**src/pwmpps_pkg.sv**
```systemverilog
`timescale 1ns / 1ps

package pwmpps_pkg;

    // One requested period and active time, both in nanoseconds.
    typedef struct packed {
        logic [30:0] period_ns;
        logic [30:0] duty_ns;
    } in_beat_t;

    typedef struct packed {
        logic        solved;
        logic [3:0]  prescaler_code;
        logic [15:0] period_field;
        logic [15:0] duty_field;
    } out_beat_t;

    typedef enum logic [2:0] {
        ST_IDLE,
        ST_MUL,
        ST_LOAD,
        ST_DIV,
        ST_CHECK,
        ST_SCAN_NEXT,
        ST_DONE
    } state_t;

    // Which quotient the shared divider is producing.
    typedef enum logic [1:0] {
        OP_DIRECT,
        OP_RATE,
        OP_SCAN,
        OP_DUTY
    } op_t;

    localparam logic [30:0] NS_PER_SEC       = 31'd1000000000;
    localparam logic [63:0] HALF_NS          = 64'd500000000;
    localparam logic [31:0] CLOCK_RATE_RESET = 32'd24000000;
    localparam logic [3:0]  DIRECT_CODE      = 4'd15;
    localparam logic [3:0]  FIRST_SCAN_CODE  = 4'd0;
    localparam logic [3:0]  LAST_SCAN_CODE   = 4'd14;
    localparam logic [6:0]  DIV_LONG_STEPS   = 7'd64;
    localparam logic [6:0]  DIV_SHORT_STEPS  = 7'd32;
    localparam logic        REG_CLOCK_RATE   = 1'b0;

    // Clock divisor behind each prescaler code; zero marks an unused code.
    function automatic logic [16:0] code_divisor(input logic [3:0] code);
        logic [16:0] d;
        case (code)
            4'd0:    d = 17'd120;
            4'd1:    d = 17'd180;
            4'd2:    d = 17'd240;
            4'd3:    d = 17'd360;
            4'd4:    d = 17'd480;
            4'd8:    d = 17'd12000;
            4'd9:    d = 17'd24000;
            4'd10:   d = 17'd36000;
            4'd11:   d = 17'd48000;
            4'd12:   d = 17'd72000;
            default: d = 17'd0;
        endcase
        return d;
    endfunction

endpackage

```
**src/pwm_prescaler_period_solver_unit.sv**
```systemverilog
`timescale 1ns / 1ps

// Solves a requested PWM period and active time (in nanoseconds) into a prescaler code, a
// period field (count minus one) and a duty field for a COUNTER_WIDTH-bit PWM counter, using
// the clock rate held in the register at byte address 0. One multiplier and one radix-2
// divider that yields a quotient bit per cycle do all the arithmetic, so a request is worked
// on alone and the input stalls until its result has been handed to the output register.
// A request that fits with the clock divided by one is solved directly; otherwise each used
// prescaler code is tried in turn with a 32-step divide for the scaled clock and a 64-step
// divide for the count, skipping unused codes, until one fits or the last code has failed.
module pwm_prescaler_period_solver_unit #(
    parameter int COUNTER_WIDTH = 16
) (
    input  logic                   clk,
    input  logic                   rst_n,

    input  logic                   in_valid,
    output logic                   in_stall,
    input  pwmpps_pkg::in_beat_t   in_beat,

    output logic                   out_valid,
    input  logic                   out_stall,
    output pwmpps_pkg::out_beat_t  out_beat,

    input  logic                   psel,
    input  logic                   penable,
    input  logic                   pwrite,
    input  logic [2:0]             paddr,
    input  logic [31:0]            pwdata,
    output logic [31:0]            prdata,
    output logic                   pready
);

    import pwmpps_pkg::*;

    localparam int CNT_W  = COUNTER_WIDTH + 1;
    localparam int MUL_AW = (CNT_W > 32) ? CNT_W : 32;
    localparam logic [63:0] COUNT_MAX = 64'd1 << COUNTER_WIDTH;
    localparam logic [63:0] ACT_MASK  = COUNT_MAX - 64'd1;

    state_t            state_reg, state_next;
    op_t               op_reg, op_next;
    logic [3:0]        code_reg, code_next;
    logic              solved_reg, solved_next;
    logic [31:0]       clock_rate_reg, clock_rate_next;
    logic              out_valid_reg, out_valid_next;
    out_beat_t         out_reg, out_next;

    logic [30:0]       period_reg, period_next;
    logic [30:0]       duty_reg, duty_next;
    logic [63:0]       prod_reg, prod_next;
    logic [63:0]       quo_reg, quo_next;
    logic [30:0]       rem_reg, rem_next;
    logic [30:0]       den_reg, den_next;
    logic [6:0]        iter_reg, iter_next;
    logic [CNT_W-1:0]  count_reg, count_next;
    logic [31:0]       scaled_reg, scaled_next;

    logic [MUL_AW-1:0] mul_a;
    logic [30:0]       mul_b;
    logic [MUL_AW+30:0] mul_p;
    logic [31:0]       rem_sh;
    logic [32:0]       diff;
    logic              fits;
    logic              div_last;
    logic              code_unused;
    logic              out_free;
    logic              cfg_wr;
    logic [63:0]       count_m1;
    logic [63:0]       active;

    assign pready   = 1'b1;
    assign prdata   = (paddr[2] == REG_CLOCK_RATE) ? clock_rate_reg : 32'd0;
    assign cfg_wr   = psel && penable && pwrite && (paddr[2] == REG_CLOCK_RATE);

    assign in_stall  = (state_reg != ST_IDLE);
    assign out_valid = out_valid_reg;
    assign out_beat  = out_reg;
    assign out_free  = !out_valid_reg || !out_stall;

    always_comb
    begin
        case (op_reg)
            OP_DUTY: mul_a = MUL_AW'(count_reg);
            OP_SCAN: mul_a = MUL_AW'(scaled_reg);
            default: mul_a = MUL_AW'(clock_rate_reg);
        endcase
        mul_b = (op_reg == OP_DUTY) ? duty_reg : period_reg;
    end
    assign mul_p = mul_a * mul_b;

    // One step of restoring division: shift in the next dividend bit and try the subtract.
    assign rem_sh   = {rem_reg, quo_reg[63]};
    assign diff     = {1'b0, rem_sh} - {2'b00, den_reg};
    assign div_last = (iter_reg == 7'd1);

    assign fits        = (quo_reg != 64'd0) && (quo_reg <= COUNT_MAX);
    assign code_unused = (code_divisor(code_reg) == 17'd0);
    assign count_m1    = 64'(count_reg) - 64'd1;
    assign active      = quo_reg & ACT_MASK;

    always_comb
    begin
        state_next = state_reg;
        unique case (state_reg)
            ST_IDLE:
            begin
                if (in_valid)
                    state_next = ST_MUL;
            end
            ST_MUL:  state_next = ST_LOAD;
            ST_LOAD: state_next = ST_DIV;
            ST_DIV:
            begin
                if (div_last)
                    state_next = ST_CHECK;
            end
            ST_CHECK:
            begin
                unique case (op_reg)
                    OP_DIRECT: state_next = fits ? ST_MUL : ST_SCAN_NEXT;
                    OP_RATE:   state_next = ST_MUL;
                    OP_SCAN:
                    begin
                        if (fits)
                            state_next = ST_MUL;
                        else if (code_reg == LAST_SCAN_CODE)
                            state_next = ST_DONE;
                        else
                            state_next = ST_SCAN_NEXT;
                    end
                    OP_DUTY:   state_next = ST_DONE;
                endcase
            end
            ST_SCAN_NEXT:
            begin
                if (!code_unused)
                    state_next = ST_LOAD;
                else if (code_reg == LAST_SCAN_CODE)
                    state_next = ST_DONE;
            end
            ST_DONE:
            begin
                if (out_free)
                    state_next = ST_IDLE;
            end
        endcase
    end

    always_comb
    begin
        op_next         = op_reg;
        code_next       = code_reg;
        solved_next     = solved_reg;
        clock_rate_next = cfg_wr ? pwdata : clock_rate_reg;
        out_next        = out_reg;
        out_valid_next  = out_valid_reg && out_stall;
        period_next     = period_reg;
        duty_next       = duty_reg;
        prod_next       = prod_reg;
        quo_next        = quo_reg;
        rem_next        = rem_reg;
        den_next        = den_reg;
        iter_next       = iter_reg;
        count_next      = count_reg;
        scaled_next     = scaled_reg;

        unique case (state_reg)
            ST_IDLE:
            begin
                if (in_valid)
                begin
                    period_next = in_beat.period_ns;
                    duty_next   = in_beat.duty_ns;
                    op_next     = OP_DIRECT;
                    solved_next = 1'b0;
                end
            end
            ST_MUL:
            begin
                prod_next = 64'(mul_p);
            end
            ST_LOAD:
            begin
                rem_next = 31'd0;
                unique case (op_reg)
                    OP_DIRECT:
                    begin
                        quo_next  = prod_reg + HALF_NS;
                        den_next  = NS_PER_SEC;
                        iter_next = DIV_LONG_STEPS;
                    end
                    OP_RATE:
                    begin
                        // A 32-bit dividend sits in the upper half so 32 steps suffice.
                        quo_next  = {clock_rate_reg, 32'd0};
                        den_next  = 31'(code_divisor(code_reg));
                        iter_next = DIV_SHORT_STEPS;
                    end
                    OP_SCAN:
                    begin
                        quo_next  = prod_reg;
                        den_next  = NS_PER_SEC;
                        iter_next = DIV_LONG_STEPS;
                    end
                    OP_DUTY:
                    begin
                        quo_next  = prod_reg;
                        den_next  = period_reg;
                        iter_next = DIV_LONG_STEPS;
                    end
                endcase
            end
            ST_DIV:
            begin
                quo_next  = {quo_reg[62:0], ~diff[32]};
                rem_next  = diff[32] ? rem_sh[30:0] : diff[30:0];
                iter_next = iter_reg - 7'd1;
            end
            ST_CHECK:
            begin
                unique case (op_reg)
                    OP_DIRECT:
                    begin
                        if (fits)
                        begin
                            count_next  = quo_reg[CNT_W-1:0];
                            code_next   = DIRECT_CODE;
                            solved_next = 1'b1;
                            op_next     = OP_DUTY;
                        end
                        else
                            code_next = FIRST_SCAN_CODE;
                    end
                    OP_RATE:
                    begin
                        scaled_next = quo_reg[31:0];
                        op_next     = OP_SCAN;
                    end
                    OP_SCAN:
                    begin
                        if (fits)
                        begin
                            count_next  = quo_reg[CNT_W-1:0];
                            solved_next = 1'b1;
                            op_next     = OP_DUTY;
                        end
                        else if (code_reg != LAST_SCAN_CODE)
                            code_next = code_reg + 4'd1;
                    end
                    OP_DUTY:
                    begin
                        op_next = OP_DUTY;
                    end
                endcase
            end
            ST_SCAN_NEXT:
            begin
                if (!code_unused)
                    op_next = OP_RATE;
                else if (code_reg != LAST_SCAN_CODE)
                    code_next = code_reg + 4'd1;
            end
            ST_DONE:
            begin
                if (out_free)
                begin
                    out_valid_next = 1'b1;
                    if (solved_reg)
                    begin
                        out_next.solved         = 1'b1;
                        out_next.prescaler_code = code_reg;
                        out_next.period_field   = count_m1[15:0];
                        out_next.duty_field     = active[15:0];
                    end
                    else
                    begin
                        out_next.solved         = 1'b0;
                        out_next.prescaler_code = 4'd0;
                        out_next.period_field   = 16'd0;
                        out_next.duty_field     = 16'd0;
                    end
                end
            end
        endcase
    end

    always_ff @(posedge clk or negedge rst_n)
    begin
        if (!rst_n)
        begin
            state_reg      <= ST_IDLE;
            op_reg         <= OP_DIRECT;
            code_reg       <= FIRST_SCAN_CODE;
            solved_reg     <= 1'b0;
            clock_rate_reg <= CLOCK_RATE_RESET;
            out_valid_reg  <= 1'b0;
            iter_reg       <= 7'd0;
        end
        else
        begin
            state_reg      <= state_next;
            op_reg         <= op_next;
            code_reg       <= code_next;
            solved_reg     <= solved_next;
            clock_rate_reg <= clock_rate_next;
            out_valid_reg  <= out_valid_next;
            iter_reg       <= iter_next;
        end
    end

    always_ff @(posedge clk)
    begin
        out_reg    <= out_next;
        period_reg <= period_next;
        duty_reg   <= duty_next;
        prod_reg   <= prod_next;
        quo_reg    <= quo_next;
        rem_reg    <= rem_next;
        den_reg    <= den_next;
        count_reg  <= count_next;
        scaled_reg <= scaled_next;
    end

endmodule
```
**config.mk**
```make
export PLATFORM = sky130hd
export DESIGN_NAME = pwm_prescaler_period_solver_unit
export DESIGN_NICKNAME = d
export VERILOG_FILES = /design/src/pwmpps_pkg.sv /design/src/pwm_prescaler_period_solver_unit.sv
export SDC_FILE = /design/constraint.sdc
export NUM_CORES = 2
export LEC_CHECK = 0
export ABC_AREA = 1
export BUFFER_PORTS_ARGS = -buffer_cell sky130_fd_sc_hd__buf_4
export CORE_MARGIN = 4
export CORE_UTILIZATION = 40
export CTS_CLUSTER_DIAMETER = 40
export DETAILED_ROUTE_END_ITERATION = 8
export PLACE_DENSITY = 0.52
export SLEW_MARGIN = 20
export SYNTH_ARGS = -nofsm -noshare
export SYNTH_HDL_FRONTEND = slang
export SYNTH_SLANG_ARGS = --single-unit
```
**constraint.sdc**
```tcl
create_clock -name clk -period 18.15 [get_ports clk]
set_clock_uncertainty 0.15 [all_clocks]
set_input_delay 3.63 -clock clk [delete_from_list [all_inputs] [get_ports clk]]
set_output_delay 3.63 -clock clk [all_outputs]
set_load 0.01 [all_outputs]
```
Yosys cells after proc, flatten, opt, wreduce, memory -nomap -nowiden. Memories as Yosys holds them, arrays and structs flattened. Cells that the tools add are included.

$add $sub $neg: 5. Multipliers: 1. Div/mod/pow operators: 0. Magnitude comparators: 1. Eq/ne operators: 23. Shifts and indexed selects: 0. Mux-type cells: 38. Bitwise gates (word level): 2. Reductions and logical operators: 28.

Operators by type and width (count): one-hot mux 64 bit (3 select lines) (1); one-hot mux 64 bit (2 select lines) (1); one-hot mux 31 bit (3 select lines) (1); adder 63 x 29 -> 64 bit, second input constant (1); <= comparator 64 x 17 -> 1 bit, second input constant (1); one-hot mux 32 bit (2 select lines) (1); nonzero test 64 bit (1); multiplier 32 x 31 -> 63 bit (1); two-way mux 31 bit (2); one-hot mux 31 bit (2 select lines) (1); two-way mux 37 bit (1); subtractor 32 x 31 -> 33 bit (1); two-way mux 32 bit (1); one-hot mux 7 bit (2 select lines) (2); two-way mux 3 bit (7); one-hot mux 3 bit (7 select lines) (1); zero test 17 bit (1); two-way mux 4 bit (4); one-hot mux 4 bit (2 select lines) (2); AND reduction 4 bit (4); subtractor 16 x 1 -> 16 bit, second input constant (1); != test 2 bit, second input constant (7); one-hot mux 2 bit (3 select lines) (2); one-hot mux 3 bit (4 select lines) (1); 27 further kinds (52).

Flip-flop bits (word level): 387. Bits in latches: 0. Bits in writable memories: 0. ROM bits: 480. Word-level logic and storage cells: 119. Memories kept: 2.

Memory list: (name not given) (words 16, bits a word 15, rd ports 1, clocked after memory_dff 0, wr ports 0, line pwmpps_pkg.sv:49) `case (code)`; (name not given) (words 16, bits a word 15, rd ports 1, clocked after memory_dff 0, wr ports 0, line pwmpps_pkg.sv:49).

Depth between registers and ports, before layout.
Depth after elaboration: 5. Gate-level depth with buffers: 36. Gate-level depth less buffers: 33.

Least setup slack after synthesis. Ideal clock, no wire load.

Kind: input to output. Start point: input paddr[2]. End point: output prdata[10]. Arrival time: 4201 ps. Required time: 14370 ps. Path slack: 10169 ps. Stages on the path: 3. Cells stage by stage: clkbuf_1 clkbuf_1 nor2_1.

Longest elaborated chain between the ends: 1.

Ends and longest elaborated chain: start, declared (line pwm_prescaler_period_solver_unit.sv:28) `input logic [2:0] paddr,`; two-way mux 32 bit (line pwm_prescaler_period_solver_unit.sv:73) `assign prdata = (paddr[2] == REG_CLOCK_RATE) ? clock_rate_reg : 32'd0;`; end, declared (line pwm_prescaler_period_solver_unit.sv:30) `output logic [31:0] prdata,`.

No other way between the ends.

Worst setup path after layout.
Start point: register op_reg[1]. End point: register prod_reg[41], data pin.

Longest elaborated chain between the ends: 3. Elaborated cells between the ends (all ways): 5.

Ends and longest elaborated chain: start, declared (line pwm_prescaler_period_solver_unit.sv:42) `op_t op_reg, op_next;`; start signal, assigned (line pwm_prescaler_period_solver_unit.sv:303) `op_reg <= op_next;`; == test 2 bit, on equally long branches (line pwm_prescaler_period_solver_unit.sv:83, pwm_prescaler_period_solver_unit.sv:88); one-hot mux 32 bit (2 select lines) / two-way mux 31 bit (equally long branches) (line pwm_prescaler_period_solver_unit.sv:83, pwm_prescaler_period_solver_unit.sv:88); multiplier 32 x 31 -> 63 bit (*) (line pwm_prescaler_period_solver_unit.sv:90) `assign mul_p = mul_a * mul_b;`; net mul_p[41] (line pwm_prescaler_period_solver_unit.sv:61) `logic [MUL_AW+30:0] mul_p;`; end signal, assigned (line pwm_prescaler_period_solver_unit.sv:317) `prod_reg <= prod_next;`; end, declared (line pwm_prescaler_period_solver_unit.sv:51) `logic [63:0] prod_reg, prod_next;`.

The timed path passes the listed nets; every way through them passes the cells marked *. A chain may end at the register's enable or synchronous reset.

==> flow_metrics.tcl <==
set metrics [dict create \
    fin_crit_ns 10.56 \
    r2r-end "prod_reg[41]" \
    ys_types 56 \
    synth_area_mm2 0.0536 \
    num_antenna_cells 0 \
    reg2reg_depth 26 \
    status "finished clean" \
    routed_wl_um 176000 \
    rr_startpoint "op_reg[1]" \
    clk_pin_slew_ns 0.06 \
    arrival_ns 10.85 \
    crit_end "prod_reg[41]" \
    syn_avg_cell_area_um2 8.22 \
    core_mm2 0.133 \
    gp_congestion 0.949 \
    overflow 0 \
    largest_register_ffs 64 \
    finalHoldViolCount 0 \
    drtIter0Drc 3062 \
    ctsHoldBuffers 0 \
    syn_nets 7787 \
    max_freq_mhz 94.7 \
    root_buffer "clkbuf_16" \
    worstMarginPinSlew_ns 1.04 \
    synth-edff-count 337 \
    grt_usage_pct 25.4 \
    via_count 42872 \
    cts_buffer_depth 3 \
    synthArstFlopShare_pct 12.9 \
    rsz0062_at_grt "false" \
    cts-resized-gates 0 \
    start_util_pct 40.2 \
    reg2reg_setup_slack_ns 7.59 \
    postCtsSetupRepairBufs 0 \
    first_pass_iters 5 \
    dieArea_mm2 0.140 \
    die_x_um 374 \
    routed_via_density 5.09 \
    dp_hpwl_um 143000 \
    antenna_found_initial 2 \
    crit_start "op_reg[1]" \
    cts_buffers 66 \
    num-nets-final 7866 \
    grt_start_max_net_pins 70 \
    relSlewSlack_pct 30.5 \
    required_ns 18.44 \
    path_class "register to register" \
    top_layer "met5" \
    drv_slew 0 \
    tns_ns 0 \
    start_kind "register" \
    synth-seq-cells 387 \
    wl_met2_um 83200 \
    num_rows 134 \
    ios 176 \
    syn2layout_area_growth_pct 9.82 \
    drive_above_1_share_pct 7.19 \
    yosysWarnings 0 \
    ant_nets 0 \
    insertion_delay_ns 0.68 \
    grt_pass1_vias 44156 \
    htree_levels 3 \
    die_h_um 374 \
    setup_viol 0 \
    drt-met1-wl_um 77600 \
    dr_wl_met3_um 10100 \
    yosysSeqAreaShare_pct 21.2 \
    hp-class "register to register" \
    port_buffers 172 \
    clock_sinks 387 \
    crit_path_end_kind "register" \
    cts_tree "built" \
    synth_flop_cell "edfxtp_1" \
    synthCells 6520 \
    drcViolationCount 0 \
    fin_crit_sh_pct 58.2 \
    grt_first_pass_wirelength_um 272000 \
    crit_fanout 69 \
    fillers 13501 \
    wire_per_inst_um 20.9 \
    drv_cap 0 \
]
-- layer usage --
metal | vias up | track usage [%]
li1 | 19846 | -
met1 | 21552 | 35.1
met2 | 1230 | 42.0
met3 | 242 | 3.26
met4 | 2 | 6.80
met5 | - | 0
-- final cells by class --
cell class	count	area (um2)	share of cell area (%)
sequential	387	11400	19.3
clock inverter	41	468	0.795
multi-input combinational	4409	35600	60.5
tap	1768	2210	3.76
timing repair buffer	240	1810	3.08
inverter	1495	5610	9.53
clock buffer	80	1770	3.00
-- synth_stat cells, drive strengths merged, types with 18 or more instances --
master	count	area, um2
nand3	182	911
o21ai	226	1430
a221oi	18	158
nand4	47	294
clkbuf	77	289
xnor2	24	210
a21oi	251	1260
nand2	1515	5700
edfxtp	337	10100
dfrtp	40	1000
ha	296	3700
inv	1492	5600
fa	867	17400
buf	152	870
xor2	36	315
nor3	34	175
a22oi	20	155
nor2	786	2980
-- worst min path at each step --
stage	endpoint	depth (start not counted)	from	slack [ns]
finish	scaled_reg[28]	0	quo_reg[28]	0.30
global route	scaled_reg[30]	0	quo_reg[30]	0.32
CTS	scaled_reg[28]	0	quo_reg[28]	0.30
detailed placement	scaled_reg[20]	0	quo_reg[20]	0.29
global placement	scaled_reg[30]	0	quo_reg[30]	0.28
floorplan	scaled_reg[20]	0	quo_reg[20]	0.28
-- metrics by stage --
| stage | instances | area [um2] | util, % | hold WS [ns] | worst slack [ns] |
|---|---|---|---|---|---|
| floorplan | 6520 | 53600 | - | 0.276 | 10.17 |
| global placement | 8298 | 56600 | 42.5 | 0.282 | 7.58 |
| detailed placement | 8298 | 56600 | 42.5 | 0.291 | 7.56 |
| CTS | 8419 | 58800 | 44.1 | 0.303 | 7.51 |
| global route | 8420 | 58900 | 44.2 | 0.316 | 6.98 |
| finish | 8420 | 58900 | 44.2 | 0.301 | 7.59 |
-- cell families (layout without fill, tap and decap cells) --
group           count (synthesis)  in the layout  share of synthesized area, %
other cells                     1              1                       0.00700
flops                         387            387                          21.2
compound gates                599            599                          6.81
fa+ha+maj                    1163           1163                          39.3
xor+xnor                       60             60                         0.980
buf+inv                      1724           1856                          12.6
simple gates                 2586           2586                          19.0
-- worst max-delay path, stage by stage (launching register included) --
cell and delay (ns):
dfrtp_2 0.37, buf_4 0.71, nand2_4 0.52, buf_4 0.47, o21ai_4 0.88, clkinv_1 0.68, nor2_1 0.31, fa_1 0.44
inv_1 0.07, fa_1 0.40, inv_1 0.09, fa_1 0.43, fa_1 0.50, fa_1 0.53, fa_1 0.52, fa_1 0.68
inv_1 0.11, fa_1 0.56, inv_1 0.05, ha_1 0.37, nand2_1 0.11, o21ai_0 0.26, a21oi_1 0.10, o21ai_0 0.44
inv_1 0.08, nand2_1 0.09, xor2_1 0.28
-- cell usage in the layout, fill, tap and decap left out, types with 11 or more instances in the layout --
| cell type | Yosys | final |
|---|---|---|
| edfxtp_1 | 337 | 337 |
| dfrtp_1 | 40 | 39 |
| xnor2_1 | 24 | 24 |
| buf_4 | 5 | 239 |
| nor3_1 | 33 | 33 |
| o22ai_1 | 13 | 13 |
| o21ai_0 | 179 | 162 |
| ha_1 | 296 | 296 |
| o21ai_2 | 16 | 38 |
| a211oi_1 | 14 | 14 |
| inv_2 | 31 | 31 |
| a221oi_1 | 18 | 18 |
| a21oi_1 | 251 | 251 |
| nand3_1 | 182 | 182 |
| xor2_1 | 36 | 36 |
| clkbuf_16 | 0 | 68 |
| nand4_1 | 47 | 47 |
| nor2_1 | 777 | 770 |
| fa_1 | 867 | 867 |
| a32o_1 | 11 | 11 |
| nand2_1 | 1510 | 1509 |
| inv_1 | 1461 | 1461 |
| o21ai_4 | 21 | 23 |
| a22oi_1 | 19 | 19 |
Power is not shown: default switching activity piles up to over one toggle a cycle in this logic, so the estimate is an artifact.
